### config.mk
export PLATFORM = sky130hd
export DESIGN_NAME = wall_follow_maze_motion_controller_core_flat
export DESIGN_NICKNAME = d
export VERILOG_FILES = /design/src/rtl/wfmc_pkg.sv /design/src/rtl/wfmc_in_if.sv /design/src/rtl/wfmc_out_if.sv /design/src/rtl/wfmc_step.sv /design/src/rtl/wall_follow_maze_motion_controller_core.sv /design/src/flat_wrapper.sv
export SDC_FILE = /design/constraint.sdc
export NUM_CORES = 1
export LEC_CHECK = 0
export BUFFER_PORTS_ARGS = -buffer_cell sky130_fd_sc_hd__buf_2
export CAP_MARGIN = 20
export CORE_AREA = 5 5 213 215
export CTS_BUF_LIST = sky130_fd_sc_hd__clkbuf_4 sky130_fd_sc_hd__clkbuf_8
export CTS_CLUSTER_DIAMETER = 50
export DETAILED_ROUTE_END_ITERATION = 8
export DIE_AREA = 0 0 218 220
export GPL_TIMING_DRIVEN = 0
export PLACE_DENSITY_LB_ADDON = 0.12
export SYNTH_ARGS = -nofsm -noshare
export SYNTH_HDL_FRONTEND = slang
export SYNTH_HIERARCHICAL = 1
export SYNTH_SLANG_ARGS = --single-unit
### constraint.sdc
create_clock -name clk -period 10 [get_ports clk]
set_clock_uncertainty 0.05 [all_clocks]
set_input_delay 0 -clock clk [delete_from_list [all_inputs] [get_ports clk]]
set_output_delay 0 -clock clk [all_outputs]
set_load 0.02 [all_outputs]
### src/rtl/wfmc_pkg.sv
// Types, constants and codes shared by the wall-follow motion controller.
`timescale 1ns / 1ps
package wfmc_pkg;

  typedef enum logic [2:0] {
    PH_FORWARD = 3'd0,
    PH_CREEP   = 3'd1,
    PH_LEFT    = 3'd2,
    PH_RIGHT   = 3'd3,
    PH_DECIDE  = 3'd4,
    PH_PAUSE   = 3'd5,
    PH_BACK    = 3'd6
  } phase_t;

  typedef enum logic [2:0] {
    REG_BASE_SPEED      = 3'd0,
    REG_CENTER_STOP     = 3'd1,
    REG_LEFT_WALL       = 3'd2,
    REG_RIGHT_WALL      = 3'd3,
    REG_LEFT_OPEN       = 3'd4,
    REG_RIGHT_OPEN      = 3'd5,
    REG_TURN_TICKS      = 3'd6,
    REG_BACK_TIMEOUT    = 3'd7
  } reg_idx_t;

  localparam int unsigned CfgIdxW  = 3;
  localparam int unsigned CfgDataW = 16;

  localparam logic [8:0]  BOOST     = 9'd55;
  localparam logic [8:0]  DUTY_MIN  = 9'd120;
  localparam logic [8:0]  DUTY_MAX  = 9'd255;
  localparam logic [7:0]  TURN_DUTY = 8'd170;
  localparam logic [7:0]  BACK_DUTY = 8'd160;
  localparam logic [15:0] CREEP_MS  = 16'd300;
  localparam logic [15:0] PAUSE_MS  = 16'd200;

  typedef struct packed {
    logic [7:0]  base_speed;
    logic [15:0] front_block_dist;
    logic [15:0] left_near_dist;
    logic [15:0] right_near_dist;
    logic [15:0] left_open_threshold;
    logic [15:0] right_open_threshold;
    logic [15:0] turn_tick_target;
    logic [15:0] backward_timeout_ms;
  } cfg_t;

  typedef struct packed {
    logic [15:0]       dist_right;
    logic [15:0]       dist_center;
    logic [15:0]       dist_left;
    logic signed [7:0] enc_left_delta;
    logic signed [7:0] enc_right_delta;
    logic [7:0]        elapsed_ms;
  } in_item_t;

  typedef struct packed {
    logic [7:0] pwm_a;
    logic [7:0] pwm_b;
    logic       a_in1_high;
    logic       b_in1_high;
    logic [2:0] phase_code;
  } out_item_t;

  typedef struct packed {
    phase_t      phase;
    logic [15:0] phase_timer;
    logic [15:0] turn_sum;
    logic        return_to_decide;
    logic        pending_right_turn;
    logic        dir_a;
    logic        dir_b;
  } state_t;

  function automatic logic [7:0] abs8(input logic [7:0] v);
    abs8 = v[7] ? 8'(9'h100 - {1'b0, v}) : v;
  endfunction

  function automatic logic [15:0] sat_add16(input logic [15:0] a, input logic [15:0] b);
    logic [16:0] s;
    s = {1'b0, a} + {1'b0, b};
    sat_add16 = s[16] ? 16'hFFFF : s[15:0];
  endfunction

endpackage

### src/rtl/wfmc_in_if.sv
// Input channel carrying one control-period sample.
`timescale 1ns / 1ps
interface wfmc_in_if import wfmc_pkg::*; ();
  logic     valid;
  logic     ready;
  in_item_t data;

  modport source (output valid, output data, input ready);
  modport sink (input valid, input data, output ready);
endinterface

### src/rtl/wfmc_out_if.sv
// Result channel carrying motor drive and phase.
`timescale 1ns / 1ps
interface wfmc_out_if import wfmc_pkg::*; ();
  logic      valid;
  logic      ready;
  out_item_t data;

  modport source (output valid, output data, input ready);
  modport sink (input valid, input data, output ready);
endinterface

### src/rtl/wfmc_step.sv
// Next-state and drive logic for one control period.
`timescale 1ns / 1ps
module wfmc_step import wfmc_pkg::*; (
  input  cfg_t      cfg,
  input  state_t    st,
  input  in_item_t  item,
  output state_t    st_nxt,
  output out_item_t res
);

  logic        left_open;
  logic        right_open;
  logic [8:0]  ticks;
  logic [15:0] timer_sat;
  logic [15:0] turn_sat;
  logic [8:0]  sum_a;
  logic [8:0]  sum_b;
  logic [7:0]  da;
  logic [7:0]  db;

  assign left_open  = item.dist_left > cfg.left_open_threshold;
  assign right_open = item.dist_right > cfg.right_open_threshold;
  assign ticks      = {1'b0, abs8(item.enc_left_delta)} + {1'b0, abs8(item.enc_right_delta)};
  assign timer_sat  = sat_add16(st.phase_timer, {8'd0, item.elapsed_ms});
  assign turn_sat   = sat_add16(st.turn_sum, {7'd0, ticks});
  assign sum_a = {1'b0, cfg.base_speed} +
                 ((item.dist_right < cfg.right_near_dist) ? BOOST : 9'd0);
  assign sum_b = {1'b0, cfg.base_speed} +
                 ((item.dist_left < cfg.left_near_dist) ? BOOST : 9'd0);

  always_comb begin
    st_nxt = st;
    da     = 8'd0;
    db     = 8'd0;
    unique case (st.phase)
      PH_CREEP: begin
        st_nxt.phase_timer = timer_sat;
        if (timer_sat >= CREEP_MS) begin
          st_nxt.phase            = PH_LEFT;
          st_nxt.turn_sum         = 16'd0;
          st_nxt.return_to_decide = 1'b1;
          st_nxt.dir_a            = 1'b1;
          st_nxt.dir_b            = 1'b1;
        end else begin
          st_nxt.dir_a = 1'b1;
          st_nxt.dir_b = 1'b0;
        end
        da = TURN_DUTY;
        db = TURN_DUTY;
      end
      PH_LEFT, PH_RIGHT: begin
        st_nxt.turn_sum = turn_sat;
        if (turn_sat >= cfg.turn_tick_target) begin
          if (st.return_to_decide) begin
            st_nxt.phase = PH_DECIDE;
          end else begin
            st_nxt.phase = PH_FORWARD;
            st_nxt.dir_a = 1'b1;
            st_nxt.dir_b = 1'b0;
          end
          st_nxt.return_to_decide = 1'b0;
        end else begin
          da = TURN_DUTY;
          db = TURN_DUTY;
        end
      end
      PH_DECIDE: begin
        priority if (left_open) begin
          st_nxt.phase            = PH_LEFT;
          st_nxt.turn_sum         = 16'd0;
          st_nxt.return_to_decide = 1'b0;
          st_nxt.dir_a            = 1'b1;
          st_nxt.dir_b            = 1'b1;
          da = TURN_DUTY;
          db = TURN_DUTY;
        end else if (item.dist_center > cfg.front_block_dist) begin
          st_nxt.phase = PH_FORWARD;
          st_nxt.dir_a = 1'b1;
          st_nxt.dir_b = 1'b0;
        end else if (right_open) begin
          st_nxt.phase            = PH_RIGHT;
          st_nxt.turn_sum         = 16'd0;
          st_nxt.return_to_decide = 1'b0;
          st_nxt.dir_a            = 1'b0;
          st_nxt.dir_b            = 1'b0;
          da = TURN_DUTY;
          db = TURN_DUTY;
        end else begin
          st_nxt.phase       = PH_BACK;
          st_nxt.phase_timer = 16'd0;
          st_nxt.dir_a       = 1'b0;
          st_nxt.dir_b       = 1'b1;
          da = BACK_DUTY;
          db = BACK_DUTY;
        end
      end
      PH_PAUSE: begin
        st_nxt.phase_timer = timer_sat;
        if (timer_sat >= PAUSE_MS) begin
          st_nxt.phase            = st.pending_right_turn ? PH_RIGHT : PH_LEFT;
          st_nxt.turn_sum         = 16'd0;
          st_nxt.return_to_decide = 1'b0;
          st_nxt.dir_a            = ~st.pending_right_turn;
          st_nxt.dir_b            = ~st.pending_right_turn;
          da = TURN_DUTY;
          db = TURN_DUTY;
        end
      end
      PH_BACK: begin
        st_nxt.phase_timer = timer_sat;
        priority if (left_open || right_open) begin
          st_nxt.phase              = PH_PAUSE;
          st_nxt.phase_timer        = 16'd0;
          st_nxt.pending_right_turn = ~left_open;
        end else if (timer_sat > cfg.backward_timeout_ms) begin
          st_nxt.phase = PH_FORWARD;
          st_nxt.dir_a = 1'b1;
          st_nxt.dir_b = 1'b0;
        end else begin
          st_nxt.dir_a = 1'b0;
          st_nxt.dir_b = 1'b1;
          da = BACK_DUTY;
          db = BACK_DUTY;
        end
      end
      default: begin
        st_nxt.phase = PH_FORWARD;
        st_nxt.dir_a = 1'b1;
        st_nxt.dir_b = 1'b0;
        priority if (left_open) begin
          st_nxt.phase       = PH_CREEP;
          st_nxt.phase_timer = 16'd0;
          da = TURN_DUTY;
          db = TURN_DUTY;
        end else if (item.dist_center < cfg.front_block_dist) begin
          st_nxt.phase = PH_DECIDE;
        end else begin
          da = (sum_a < DUTY_MIN) ? DUTY_MIN[7:0] :
               (sum_a > DUTY_MAX) ? DUTY_MAX[7:0] : sum_a[7:0];
          db = (sum_b < DUTY_MIN) ? DUTY_MIN[7:0] :
               (sum_b > DUTY_MAX) ? DUTY_MAX[7:0] : sum_b[7:0];
        end
      end
    endcase
  end

  assign res.pwm_a      = da;
  assign res.pwm_b      = db;
  assign res.a_in1_high = st_nxt.dir_a;
  assign res.b_in1_high = st_nxt.dir_b;
  assign res.phase_code = st_nxt.phase;

endmodule

### src/rtl/wall_follow_maze_motion_controller_core.sv
// Top level of the wall-follow maze motion controller.
`timescale 1ns / 1ps
// Usage:
//   in_ch carries one control period per transfer: three range readings in mm,
//   two signed encoder deltas and the elapsed milliseconds. out_ch returns one
//   result per input transfer: both PWM duties, both direction pins and the
//   phase code after the period. cfg_we/cfg_index/cfg_data write one of eight
//   registers per clock; write them only while the block is idle.
// Datapath: an input transfer lands in the input register; the result is
//   computed combinationally from it and the phase state and loaded into the
//   output register once out_ch is free.
// Throughput: one item per cycle while out_ch is free; the phase state updates
//   in the same cycle the item moves from the input to the output register.
// Reset (rst_n low, synchronous): both registers empty, phase forward, timers
//   and flags cleared, directions forward, registers at their reset values.
// Stall: a held result keeps out_ch.valid and its payload; the input register
//   still takes one more if empty, then in_ch.ready drops until out_ch moves.
module wall_follow_maze_motion_controller_core import wfmc_pkg::*; (
  input  logic                clk,
  input  logic                rst_n,
  wfmc_in_if.sink             in_ch,
  wfmc_out_if.source          out_ch,
  input  logic                cfg_we,
  input  logic [CfgIdxW-1:0]  cfg_index,
  input  logic [CfgDataW-1:0] cfg_data
);

  cfg_t      cfg_r;
  state_t    st_r;
  state_t    st_nxt;
  in_item_t  in_data_r;
  logic      in_valid_r;
  out_item_t out_data_r;
  out_item_t res_nxt;
  logic      out_valid_r;
  logic      out_free;
  logic      adv;

  assign out_free    = !out_valid_r || out_ch.ready;
  assign adv         = in_valid_r && out_free;
  assign in_ch.ready = !in_valid_r || out_free;

  assign out_ch.valid = out_valid_r;
  assign out_ch.data  = out_data_r;

  wfmc_step u_step (
    .cfg    (cfg_r),
    .st     (st_r),
    .item   (in_data_r),
    .st_nxt (st_nxt),
    .res    (res_nxt)
  );

  always_ff @(posedge clk) begin
    if (!rst_n) begin
      cfg_r.base_speed           <= 8'd170;
      cfg_r.front_block_dist     <= 16'd60;
      cfg_r.left_near_dist       <= 16'd35;
      cfg_r.right_near_dist      <= 16'd60;
      cfg_r.left_open_threshold  <= 16'd80;
      cfg_r.right_open_threshold <= 16'd80;
      cfg_r.turn_tick_target     <= 16'd10;
      cfg_r.backward_timeout_ms  <= 16'd4000;
    end else if (cfg_we) begin
      unique case (reg_idx_t'(cfg_index))
        REG_BASE_SPEED:   cfg_r.base_speed           <= cfg_data[7:0];
        REG_CENTER_STOP:  cfg_r.front_block_dist     <= cfg_data;
        REG_LEFT_WALL:    cfg_r.left_near_dist       <= cfg_data;
        REG_RIGHT_WALL:   cfg_r.right_near_dist      <= cfg_data;
        REG_LEFT_OPEN:    cfg_r.left_open_threshold  <= cfg_data;
        REG_RIGHT_OPEN:   cfg_r.right_open_threshold <= cfg_data;
        REG_TURN_TICKS:   cfg_r.turn_tick_target     <= cfg_data;
        REG_BACK_TIMEOUT: cfg_r.backward_timeout_ms  <= cfg_data;
        default: ;
      endcase
    end
  end

  always_ff @(posedge clk) begin
    if (!rst_n) begin
      in_valid_r  <= 1'b0;
      out_valid_r <= 1'b0;
      st_r.phase              <= PH_FORWARD;
      st_r.phase_timer        <= 16'd0;
      st_r.turn_sum           <= 16'd0;
      st_r.return_to_decide   <= 1'b0;
      st_r.pending_right_turn <= 1'b0;
      st_r.dir_a              <= 1'b1;
      st_r.dir_b              <= 1'b0;
    end else begin
      if (in_ch.valid && in_ch.ready) begin
        in_valid_r <= 1'b1;
      end else if (adv) begin
        in_valid_r <= 1'b0;
      end
      if (adv) begin
        out_valid_r <= 1'b1;
        st_r        <= st_nxt;
      end else if (out_ch.ready) begin
        out_valid_r <= 1'b0;
      end
    end
  end

  always_ff @(posedge clk) begin
    if (in_ch.valid && in_ch.ready) begin
      in_data_r <= in_ch.data;
    end
    if (adv) begin
      out_data_r <= res_nxt;
    end
  end

  a_adv_fills_out: assert property (@(posedge clk) disable iff (!rst_n)
    adv |=> out_valid_r)
    else $error("advanced item did not reach output register");

  a_full_blocks_input: assert property (@(posedge clk) disable iff (!rst_n)
    (in_valid_r && !out_free) |-> !in_ch.ready)
    else $error("input taken while input register full and output stalled");

  a_back_dirs: assert property (@(posedge clk) disable iff (!rst_n)
    (st_r.phase == PH_BACK || st_r.phase == PH_PAUSE) |-> (!st_r.dir_a && st_r.dir_b))
    else $error("backward or pause phase without reverse directions");

  a_fwd_dirs: assert property (@(posedge clk) disable iff (!rst_n)
    (st_r.phase == PH_FORWARD || st_r.phase == PH_CREEP) |-> (st_r.dir_a && !st_r.dir_b))
    else $error("forward or creep phase without forward directions");

endmodule

### src/flat_wrapper.sv
// flat-port wrapper written by rule: the top's interface ports become plain ports
module wall_follow_maze_motion_controller_core_flat import wfmc_pkg::*;
  (clk, rst_n, cfg_we, cfg_index, cfg_data, in_ch_valid, in_ch_data, in_ch_ready, out_ch_valid, out_ch_data, out_ch_ready);
  wfmc_in_if in_ch_i ();
  wfmc_out_if out_ch_i ();
  input  logic clk;
  input  logic rst_n;
  input  logic cfg_we;
  input  logic [CfgIdxW-1:0] cfg_index;
  input  logic [CfgDataW-1:0] cfg_data;
  input wire logic [$bits(in_ch_i.valid)-1:0] in_ch_valid;
  input wire logic [$bits(in_ch_i.data)-1:0] in_ch_data;
  output wire logic [$bits(in_ch_i.ready)-1:0] in_ch_ready;
  output wire logic [$bits(out_ch_i.valid)-1:0] out_ch_valid;
  output wire logic [$bits(out_ch_i.data)-1:0] out_ch_data;
  input wire logic [$bits(out_ch_i.ready)-1:0] out_ch_ready;
  assign in_ch_i.valid = in_ch_valid;
  assign in_ch_i.data = in_ch_data;
  assign in_ch_ready = in_ch_i.ready;
  assign out_ch_valid = out_ch_i.valid;
  assign out_ch_data = out_ch_i.data;
  assign out_ch_i.ready = out_ch_ready;
  wall_follow_maze_motion_controller_core u_core (.clk(clk), .rst_n(rst_n), .in_ch(in_ch_i), .out_ch(out_ch_i), .cfg_we(cfg_we), .cfg_index(cfg_index), .cfg_data(cfg_data));
endmodule
Word-level counts from Yosys, hierarchy flattened. Index checks and enable logic that the tools add are counted.

Bits in registers: 254. Input port bits: 96. Output and inout port bits: 23. Word-level logic and storage cells: 161.

Add/subtract/negate cells: 7. Magnitude comparators: 14. Eq/ne operators: 21. Multiplexer cells: 62. Bitwise logic cells: 3. Reductions and logical operators: 26.

Operator list (count): $mux W8 (16); $mux W16 (6); $pmux W8 S5 (2); $mux W17 (4); $pmux W17 S4 (1); $gt A16 B16 Y1 (4); $pmux W16 S4 (1); $lt A16 B16 Y1 (3); $mux W3 (11); $mux W33 (1); $eq A3 B3 Y1 const B (7); $add A8 B6 Y9 (2); $gt A9 B8 Y1 const B (2); $lt A9 B7 Y1 const B (2); $add A16 B8 Y17 (1); $add A16 B9 Y17 (1); $ge A16 B16 Y1 (1); $ge A16 B8 Y1 const B (1); $ge A16 B9 Y1 const B (1); $reduce_and A2 Y1 (8); $sub A1 B8 Y8 const A (2); $pmux W3 S5 (1); $mux W2 (7); $eq A3 B2 Y1 const B (4); 19 further kinds (44).

Logic depth before layout (Yosys ltp). Gate-level depths: netlist of the first run.

Depth in word-level cells: 9. Depth in mapped cells: 28. Depth with buffers taken out: 27.

Modules after synthesis. Netlist of the first run, hierarchy kept.

By module, submodules not included: wall_follow_maze_motion_controller_core (instances 1, cells an instance 693, area an instance 8378.0 um^2); wfmc_step (instances 1, cells an instance 914, area an instance 6480.0 um^2).

Worst setup path before layout of the first run. Ideal clock, no wire load.

Path kind: reg-to-reg. Start: register u_core/in_data_r[17] in the netlist's numbering. End: register u_core/st_r[1] in the netlist's numbering. Arrival time: 5.188 ns. Required time: 9.798 ns. Path slack: 4.611 ns. Cell stages (with the launch flop): 27. Buffers on the path: 2. Period minus slack after synthesis: 5.389 ns. Path through: edfxtp_1 -> or3_1 -> o31ai_1 -> xor2_1 -> fa_1 -> inv_1 -> ha_1 -> o21ai_0 -> inv_1 -> o31ai_1 -> a21o_1 -> or3_1 -> clkbuf_1 -> nand2_1 -> ha_1 -> a21o_1 -> a211o_1 -> a2111oi_0 -> o21ai_0 -> nand2_1 -> or2_2 -> o21a_1 -> o22ai_1 -> a211o_1 -> buf_4 -> inv_1 -> o311ai_0.

RTL lines: start, declared (line wall_follow_maze_motion_controller_core.sv:31) `in_item_t in_data_r;`; start signal, assigned (line wall_follow_maze_motion_controller_core.sv:107) `in_data_r <= in_ch.data;`; end signal, assigned (line wall_follow_maze_motion_controller_core.sv:98) `st_r <= st_nxt;`; end, declared (line wall_follow_maze_motion_controller_core.sv:29) `state_t st_r;`.

==> results of run 1 <==
power by group:
part	switching [mW]	total (mW)	internal [mW]	leakage, nW
Clock	0.480	1.08	0.599	0.544
Sequential	0.0201	1.13	1.11	2.20
Combinational	0.252	0.447	0.196	5.03
Total	0.752	2.66	1.91	7.77
cell usage after synthesis (all sizes together) (4+ instances only):
| library cell | n |
|---|---|
| dfxtp | 161 |
| nand3b | 5 |
| a211oi | 14 |
| nand3 | 127 |
| o311ai | 4 |
| a21oi | 62 |
| mux2i | 70 |
| xor2 | 19 |
| nor4 | 7 |
| and2 | 7 |
| ha | 138 |
| nand4 | 20 |
| buf | 31 |
| nand2 | 173 |
| edfxtp | 93 |
| a21o | 29 |
| nor3b | 6 |
| o31ai | 9 |
| xnor2 | 21 |
| o21bai | 6 |
| or3 | 8 |
| and3 | 10 |
| clkbuf | 49 |
| a31oi | 11 |
| o211ai | 11 |
| nand2b | 11 |
| inv | 159 |
| or2 | 13 |
| nor3 | 14 |
| nor2 | 50 |
| a211o | 5 |
| o22ai | 5 |
| o21a | 14 |
| nand4b | 4 |
| a22o | 28 |
| fa | 12 |
| nor2b | 17 |
| o21ai | 150 |
registers in the layout (all words and copies together), names as in the netlist:
name                 flops
u_core/out_ch.data      21
u_core/in_valid_r        1
u_core/cfg_r           120
u_core/out_ch.valid      1
u_core/st_r             39
u_core/in_data_r        72
per-stage QoR:
stage / hold WS [ns] / worst slack (ns)
2_1_floorplan: 0.0489 / 4.61
3_3_place_gp: 0.126 / 3.28
3_5_place_dp: 0.128 / 3.19
4_1_cts: 0.000402 / 3.14
5_1_grt: 0.0249 / 2.48
6_report: 0.0452 / 3.17
cell type report:
class	count	area [um2]
Inverter	159	597
Clock inverter	22	145
Tap cell	592	741
Clock buffer	72	885
Timing Repair Buffer	272	2150
Multi-Input combinational cell	1114	7840
Sequential cell	254	6020
Buffer	80	410
Fill cell	4361	24800
kinds of logic after synthesis:
group | count (synthesis) | share of synthesized area (%)
AO/OA/AOI/OAI | 375 | 16.5
XOR/XNOR | 40 | 2.41
adder cells (fa/ha/maj) | 150 | 13.2
buffers and inverters | 239 | 6.78
flip-flops | 254 | 40.5
multiplexers | 70 | 4.74
AND/OR/NAND/NOR | 479 | 15.9
timing repair:
action | in CTS | in global routing
endpoints found under the hold margin | 213 | 0
hold buffers | 154 | 0
resized for setup | 0 | 0
worst max-delay path by stage:
stage                               from              end  slack, ns  depth (start not counted)
finish              u_core/in_data_r[16]  u_core/st_r[37]       3.17                         26
global route        u_core/in_data_r[16]  u_core/st_r[37]       2.48                         26
CTS                 u_core/in_data_r[16]  u_core/st_r[37]       3.14                         26
detailed placement  u_core/in_data_r[16]  u_core/st_r[37]       3.19                         26
global placement    u_core/in_data_r[16]  u_core/st_r[37]       3.28                         26
floorplan           u_core/in_data_r[17]   u_core/st_r[1]       4.61                         26
layer usage:
metal,vias up,share of wire [%],track usage [%]
met5,-,0,0
met3,78,4.5,2.31
met4,0,3.0,6.57
li1,6391,-,-
met1,6022,46,24.4
met2,283,46,30.6
==> results.md, run 1 <==
* Part of the cycle the worst path needs at 68.3%
* CP max-delay cell: nor3_1
* Skew-Pair Late Insertion Delay at 0.65 ns
* Reg-to-reg critical path endpoint: u_core/st_r[37]
* Clock buffer count from CTS at around 50
* Top-area cell type share of the netlist area at 21.7%
* Slew margin rel. at 34.0%
* Synth top area cells: dfxtp_1, edfxtp_1, ha_1
* Register bit count reported by yosys at 254
* CTS sink cnt at 254
* # rows at 77
* CP Max Fanout at 10
* # placed instances at between 2000 and 2500
* Post-synth EDFFs at 93
* Die ar. at approximately 48000 um2
* CP Data Required Time at 10.40 ns
* Placer Congestion at 0.845
* Most common library cell in the layout ignoring fill and taps: nand2_1
* Total global routing overflow at 0
* CP startpoint kind: flip-flop
* Pin count of the biggest net entering global routing at 49
* Most frequent cells in the layout: nand2_1, dfxtp_1, inv_1
* R2r setup slk at 3.17 ns
* Worst VDD drop at 0.0000899 V
* Global Route Usage Sum at 18.3%
* Nets at roughly 2200
* Crit path capture type: flip-flop
* Tmin final at a little under 7 ns
* Starting Density at 34.1%
* Syn_nets at around 1900
* Reg2reg start: u_core/in_data_r[16]
* Main synth FF type: dfxtp_1
* H-tree depth at 2
* Fmax at 146 MHz
* WP data arrival at 7.23 ns
* IO buf count at 117
* DR WL/cell at 17.3 um
* Vias/cell at 4.98
* Syn_area_per_cell at 9.25 um2
* Hold endpoint: u_core/in_data_r[19]
* Min-Delay Path Class: primary input to flip-flop
* Vert. Die Dim at 220 um
* Final Slew Violations at 0
* Non-Filler Instances at 2565
* Starting DRC count in detailed routing at 621
* Buffers and inverters on the worst path at 4
* Root buffer cell: clkbuf_8
* Total chip power at 2.66 mW
* Delay of the slowest critical-path stage at 0.70 ns
* Ports at 119
* WHS Path Cells at 2
* CORE AREA at 43500 um2
* Area delta synth->final at 26.4%
* Netlist cell types at 90
* Pwr Density at between 100 and 150 nW/um2
* Max Cap Viol at 0
* Initial antenna violation count at 0
* Worst-path clk slew at 0.05 ns
* CTS tree: yes
* ANT nets after route at 0
* Setup violations, final at 0
* Least-Margin Pin Slew at 0.982 ns
* Post-synth top area cell: dfxtp_1
* Lkg Pwr at around 7.8 nW
* Post-route DRC at 0
* Critical path type: flip-flop to flip-flop
* Hold Fails Final Rpt at 0
* Post-Synthesis Cell Area at between 10000 and 15000 um2
* CP delay by family, top: compound AO/OA/AOI/OAI gates
* Util after Layout at about 43%
* Outcome: completed
* Synth Instances at 1607
* RSZ-0062 raised after global routing: no
* Horiz. Die Dim at 218 um
* Layout cells sized above 1 at between 10% and 20%
* Worst Reg-to-Reg Cells at 26
* Register area share after synthesis at between 40% and 50%
* Vias in the first global route at 12600
* Detailed placer's ending HPWL at between 30000 and 40000 um
* Setup TNS after final layout at 0 ns
* Post-layout instance area at between 15000 and 20000 um2
* Async SR Flop Fraction at 0%
* Post-DP Area at 16200 um2
* Ant. Diodes at 0
* First-pass GRT wire length at 68900 um
* HP Start: in_ch_data[19]
* Setup Buffers After CTS at 0
* Detailed Route WL at 44300 um
* Clk buf depth at 3
* Yosys warns at 6
* First-pass DRT Iterations at 5
* Vias at 12800
(Power assumes the default switching activity.)
==> inputs of run 2 (changes only) <==
Clock period 10 ns to 6.7 ns, I/O delays scaled along.
==> run 2 against run 1 <==
Net effect:
- combinational power is 50% higher
- power is 49% higher
- via count is 0.39% higher
- sequential cell count stayed put
- global-route usage hardly changed
- core utilization hardly changed
- non-clock buffer count stayed put
- critical path depth is 3 lower
- clock power is 49% higher
- worst hold slack hardly changed
- sequential share of layout area hardly changed
- setup slack worse by 2.7 ns
- highest routed layer unchanged
==> results.md, run 2 (same netlist as run 1, synthesis figures left out) <==
* Crit path capture type: flip-flop
* Worst VDD drop at 0.000134 V (+49%)
* Global Route Usage Sum at 18.3% (about the same)
* H-tree depth at 2 (unchanged)
* Ports at 119 (unchanged)
* CTS tree: yes
* Least-Margin Pin Slew at 0.954 ns (-0.0275 ns)
* CP Data Required Time at 7.07 ns (-3.33 ns)
* Part of the cycle the worst path needs at 93.6% (+25 points)
* Clk buf depth at 3 (unchanged)
* Layout cells sized above 1 at 14.0% (+0.15 points)
* Pwr Density at 211 nW/um2 (+49%)
* CP Max Fanout at 10 (unchanged)
* Util after Layout at 43.2% (about the same)
* Largest Register: u_core/cfg_r
* WP data arrival at 6.65 ns (-0.58 ns)
* Hold Fails Final Rpt at 0 (unchanged)
* Post-layout instance area at 18800 um2 (about the same)
* Filler cell count in the final layout at 4361 (unchanged)
* Total global routing overflow at 0 (unchanged)
* Max reg flops at 120 (unchanged)
* Max Cap Viol at 0 (unchanged)
* First-pass GRT wire length at 69000 um (about the same)
* Detailed placer's ending HPWL at 32500 um (unchanged)
* CP startpoint kind: flip-flop
* Ant. Diodes at 0 (unchanged)
* Hold Slack at 0.0450 ns (-0.000149 ns)
* Setup violations, final at 0 (unchanged)
* # placed instances at 2317 (unchanged)
* Tmin final at 6.27 ns (-0.555 ns)
* Vias in the first global route at 12600 (+0.048%)
* Die ar. at 48000 um2 (unchanged)
* CORE AREA at 43500 um2 (unchanged)
* Total chip power at 3.97 mW (+49%)
* Worst-path clk slew at 0.06 ns (about the same)
* # rows at 77 (unchanged)
* Detailed Route WL at 44300 um (about the same)
* Horiz. Die Dim at 218 um (unchanged)
* Lkg Pwr at 7.77 nW (about the same)
* Vias at 12800 (+0.39%)
* IO buf count at 117 (unchanged)
* Skew-Pair Late Insertion Delay at 0.65 ns (about the same)
* Nets at 2178 (unchanged)
* Most common library cell in the layout ignoring fill and taps: nand2_1
* Final Slew Violations at 0 (unchanged)
* Slew margin rel. at 35.8% (+1.8 points)
* Vert. Die Dim at 220 um (unchanged)
* Post-route DRC at 0 (unchanged)
* Initial antenna violation count at 0 (unchanged)
* Setup Buffers After CTS at 0 (unchanged)
* First-pass DRT Iterations at 5 (unchanged)
* Root buffer cell: clkbuf_8
* Clock buffer count from CTS at 51 (unchanged)
* Placer Congestion at 0.845 (unchanged)
* Post-DP Area at 16200 um2 (unchanged)
* Min-Delay Path Class: primary input to flip-flop
* Vias/cell at 5.00 (+0.39%)
* Outcome: completed
* Area delta synth->final at 26.5% (about the same)
* Most frequent cells in the layout: nand2_1, dfxtp_1, inv_1
* Critical path type: flip-flop to flip-flop
* Largest registers: u_core/cfg_r: 120 flops, u_core/in_data_r: 72 flops, u_core/st_r: 39 flops
* CTS sink cnt at 254 (unchanged)
* Non-Filler Instances at 2565 (unchanged)
* Pin count of the biggest net entering global routing at 49 (unchanged)
* Starting DRC count in detailed routing at 643 (+3.5%)
* ANT nets after route at 0 (unchanged)
* Fmax at 159 MHz (+8.9%)
* Delay of the slowest critical-path stage at 0.50 ns (-0.20 ns)
* Critical path cell sequence: or3_1 -> nor4_1 -> fa_1 -> ha_1 -> or2_2 -> a21oi_1 -> a21o_1 -> or3_1 -> buf_2 -> nand2_1 -> ha_1 -> a21o_1 -> a211o_1 -> a2111oi_0 -> o21ai_1 -> nand2_1 -> or2_2 -> o21a_1 -> o22ai_1 -> a211o_1 -> buf_4 -> inv_1 -> o311ai_0
* Starting Density at 34.1% (unchanged)
* DR WL/cell at 17.3 um (about the same)
* CP max-delay cell: fa_1
[run 2: cell count changes in the layout (fill, tap and decap cells not counted)]
cell / delta
buf_2: +1
o21ai_1: +1
o31ai_2: +1
clkbuf_1: -1
nor3_2: +1
o21ai_0: -1
nor3_1: -1
o31ai_1: -1
[run 2: metrics by stage]
stage	setup slack [ns]	setup TNS, ns
after floorplan	1.31	0
after global placement	-0.0189	-0.0189
after detailed placement	-0.113	-0.113
after CTS	0.0605	0
after global routing	-0.00332	-0.00332
final	0.427	0
[run 2: area by class of cell]
class | count | area, um2 | share of cell area, %
clock buffers | 72 | 885 | 4.71
multi-input cells | 1114 | 7850 | 41.7
flip-flops and latches | 254 | 6020 | 32.0
well taps | 592 | 741 | 3.94
repair buffers | 272 | 2150 | 11.5
inverters | 159 | 597 | 3.18
plain buffers | 80 | 412 | 2.19
clock inverters | 22 | 145 | 0.772
[run 2: metal layers]
metal	up-vias	global-route usage (%)	share of wire [%]
met5	-	0	0
met4	0	6.57	3.0
met2	287	30.6	46
met3	79	2.31	4.4
li1	6389	-	-
met1	6069	24.5	46
[run 2: report_power, final]
part	internal (mW)	switching (mW)	total, mW
combinational	0.293	0.377	0.670
sequential	1.66	0.0300	1.69
clock	0.893	0.716	1.61
total	2.85	1.12	3.97
[run 2: repair_timing]
action / in CTS / in global routing
hold buffers: 154 / 0
hold endpoints to repair: 213 / 0
gates resized for setup: 1 / 5
endpoints found under the setup margin: 1 / 13
[run 2: worst paths after layout]
check	end	startpoint	slack (ns)	cells past startpoint
worst max-delay path	u_core/st_r[1]	u_core/in_data_r[9]	0.43	23
worst min-delay path	u_core/in_data_r[19]	in_ch_data[19]	0.05	2
worst max register to register	u_core/st_r[1]	u_core/in_data_r[9]	0.43	23
worst min register to register	u_core/st_r[31]	u_core/st_r[31]	0.40	2
[run 2: critical path, delay by kind of cell, from the launching register on]
kind	cells	cell delay, ns
adder cells (fa/ha/maj)	3	1.14
flip-flops	1	0.39
AND/OR/NAND/NOR	7	1.90
AO/OA/AOI/OAI	10	2.13
buffers and inverters	3	0.48
==> inputs of run 3 (changes only) <==
Settings changed: CTS_BUF_LIST sky130_fd_sc_hd__clkbuf_4 sky130_fd_sc_hd__clkbuf_8 to sky130_fd_sc_hd__clkbuf_2, SLEW_MARGIN from default to 20.
==> run 3 against run 2 <==
Net effect:
- die area stayed put
- routed wire length grew 2.4%
- setup slack improved by 0.19 ns
- global-route usage rose by 0.63 points
- core utilization up 0.46 points
- power shrank 10%
- final cell count rose by 4.0%
- via count rose by 2.3%
- combinational power grew 3.3%
- critical path depth increased by 5
- sequential power about the same
- count of clock-buffer cells in the layout increased by 42
- largest cell class unchanged
==> results.md, run 3 (same netlist as run 1, synthesis figures left out) <==
* Outcome: completed
* H-tree depth at 3 (+1)
* DR WL/cell at 17.0 um (-1.5%)
* Most frequent cells in the layout: dlygate4sd3_1, nand2_1, dfxtp_1
* Post-route DRC at 0 (unchanged)
* CP Max Fanout at 10 (unchanged)
* Vias at 13100 (+2.3%)
* Crit path capture type: flip-flop
* Vert. Die Dim at 220 um (unchanged)
* Tmin final at 6.08 ns (-0.192 ns)
* Hold Fails Final Rpt at 0 (unchanged)
* Met3 Use GR at 3.39% (+1.1 points)
* Vias in the first global route at 13200 (+4.8%)
* Root buffer cell: clkbuf_2
* Largest registers: u_core/cfg_r: 120 flops, u_core/in_data_r: 72 flops, u_core/st_r: 39 flops
* Area delta synth->final at 27.9%
* Slew margin rel. at 34.1% (-1.7 points)
* ANT nets after route at 0 (unchanged)
* Horiz. Die Dim at 218 um (unchanged)
* Critical path type: flip-flop to flip-flop
* CP startpoint kind: flip-flop
* Final Slew Violations at 0 (unchanged)
* Skew-Pair Late Insertion Delay at 0.99 ns (+0.34 ns)
* Nets at 2257 (+3.6%)
* WP data arrival at 6.79 ns (+0.14 ns)
* # rows at 77 (unchanged)
* Least-Margin Pin Slew at 0.979 ns (+0.0248 ns)
* Largest Register: u_core/cfg_r
* First-pass DRT Iterations at 5 (unchanged)
* Die ar. at 48000 um2 (unchanged)
* Total global routing overflow at 0 (unchanged)
* Ports at 119 (unchanged)
* Lkg Pwr at 7.96 nW (+2.5%)
* CTS sink cnt at 254 (unchanged)
* Min-Delay Path Class: primary input to flip-flop
* Layout cells sized above 1 at 15.4% (+1.3 points)
* First-pass GRT wire length at 71100 um (+3.1%)
* Placer Congestion at 0.845 (unchanged)
* Part of the cycle the worst path needs at 90.8% (-2.9 points)
* Setup TNS after final layout at 0 ns (unchanged)
* Detailed placer's ending HPWL at 32500 um (unchanged)
* Max reg flops at 120 (unchanged)
* Delay of the slowest critical-path stage at 0.46 ns (-0.04 ns)
* Starting DRC count in detailed routing at 605 (-5.9%)
* Initial antenna violation count at 2 (+2)
* Worst VDD drop at 0.000116 V (-14%)
* Filler cell count in the final layout at 4388 (+0.62%)
* IO buf count at 117 (unchanged)
* CP Data Required Time at 7.41 ns (+0.34 ns)
* Setup violations, final at 0 (unchanged)
* Global Route Usage Sum at 18.9% (+0.63 points)
* Clk buf depth at 3 (unchanged)
* Hold Slack at 0.158 ns (+0.112 ns)
* Met1 global-route usage at 24.6% (+0.15 points)
* Pin count of the biggest net entering global routing at 49 (unchanged)
* Met2 usage at 31.8% (+1.2 points)
* Detailed Route WL at 45400 um (+2.4%)
* Max Cap Viol at 0 (unchanged)
* CTS tree: yes
* Pwr Density at 187 nW/um2 (-11%)
* RSZ-0062 raised after global routing: no
* Starting Density at 34.1% (unchanged)
* Most common library cell in the layout ignoring fill and taps: dlygate4sd3_1
* CORE AREA at 43500 um2 (unchanged)
* Clock buffer count from CTS at 76 (+49%)
* GR peak layer: met2
* Fmax at 164 MHz (+3.2%)
* Vias/cell at 4.92 (-1.6%)
* CP max-delay cell: fa_1
* Worst-path clk slew at 0.09 ns (+0.03 ns)
==> run 3: power breakdown <==
group | switching (mW) | internal, mW | leakage, nW
Combinational | 0.382 | 0.310 | 5.24
Clock | 0.723 | 0.460 | 0.527
Sequential | 0.0300 | 1.66 | 2.20
Total | 1.13 | 2.43 | 7.96
==> run 3: worst max-delay path, delay by kind of cell (launching register included) <==
family	cells	cell delay, ns
AOI/OAI and AO/OA	12	2.48
adders and majority gates	4	1.19
and+or+nand+nor	6	0.82
buffers and inverters	5	0.71
DFF	1	0.40
xor gates and xnor gates	1	0.25
==> run 3: final timing paths <==
| kind | slack (ns) | startpoint | cells after the start | endpoint |
|---|---|---|---|---|
| setup / recovery | 0.62 | u_core/in_data_r[16] | 28 | u_core/st_r[1] |
| hold / removal | 0.16 | in_ch_valid | 3 | u_core/in_data_r[22] |
| setup reg to reg | 0.62 | u_core/in_data_r[16] | 28 | u_core/st_r[1] |
| hold reg to reg | 0.41 | u_core/st_r[31] | 2 | u_core/st_r[31] |
==> run 3: layout make-up <==
type	instances	area, um2	share of cell area [%]
Multi-Input combinational cell	1114	7850	41.3
Sequential cell	254	6020	31.7
Tap cell	592	741	3.90
Clock buffer	114	571	3.00
Timing Repair Buffer	326	2690	14.2
Clock inverter	26	120	0.632
Antenna cell	2	5.00	0.0263
Buffer	80	412	2.17
Inverter	159	597	3.14
==> run 3: what timing repair did <==
| action | in CTS | in global routing |
|---|---|---|
| hold buffers | 206 | 0 |
| buffers inserted | 0 | 2 |
| gates resized for setup | 1 | 5 |
| endpoints found under the setup margin | 1 | 13 |
| hold endpoints to repair | 305 | 0 |
==> run 3: stage by stage <==
step	total power, mW	area, um2	utilization [%]	cells	setup WS (ns)
6_report	3.56	19000	43.6	2667	0.619
5_1_grt	3.82	19000	43.6	2667	0.0712
4_1_cts	3.63	19000	43.6	2663	0.0657
3_5_place_dp	2.32	16200	37.2	2317	-0.113
3_3_place_gp	2.31	16200	37.2	2316	-0.0189
2_1_floorplan	2.12	14900	-	1607	1.31
==> run 3: per-layer routing <==
metal / wire length [um] / vias up
li1: - / 6588
met1: 20600 / 6180
met2: 21300 / 287
met3: 2440 / 63
met4: 985 / 0
met5: 0 / -
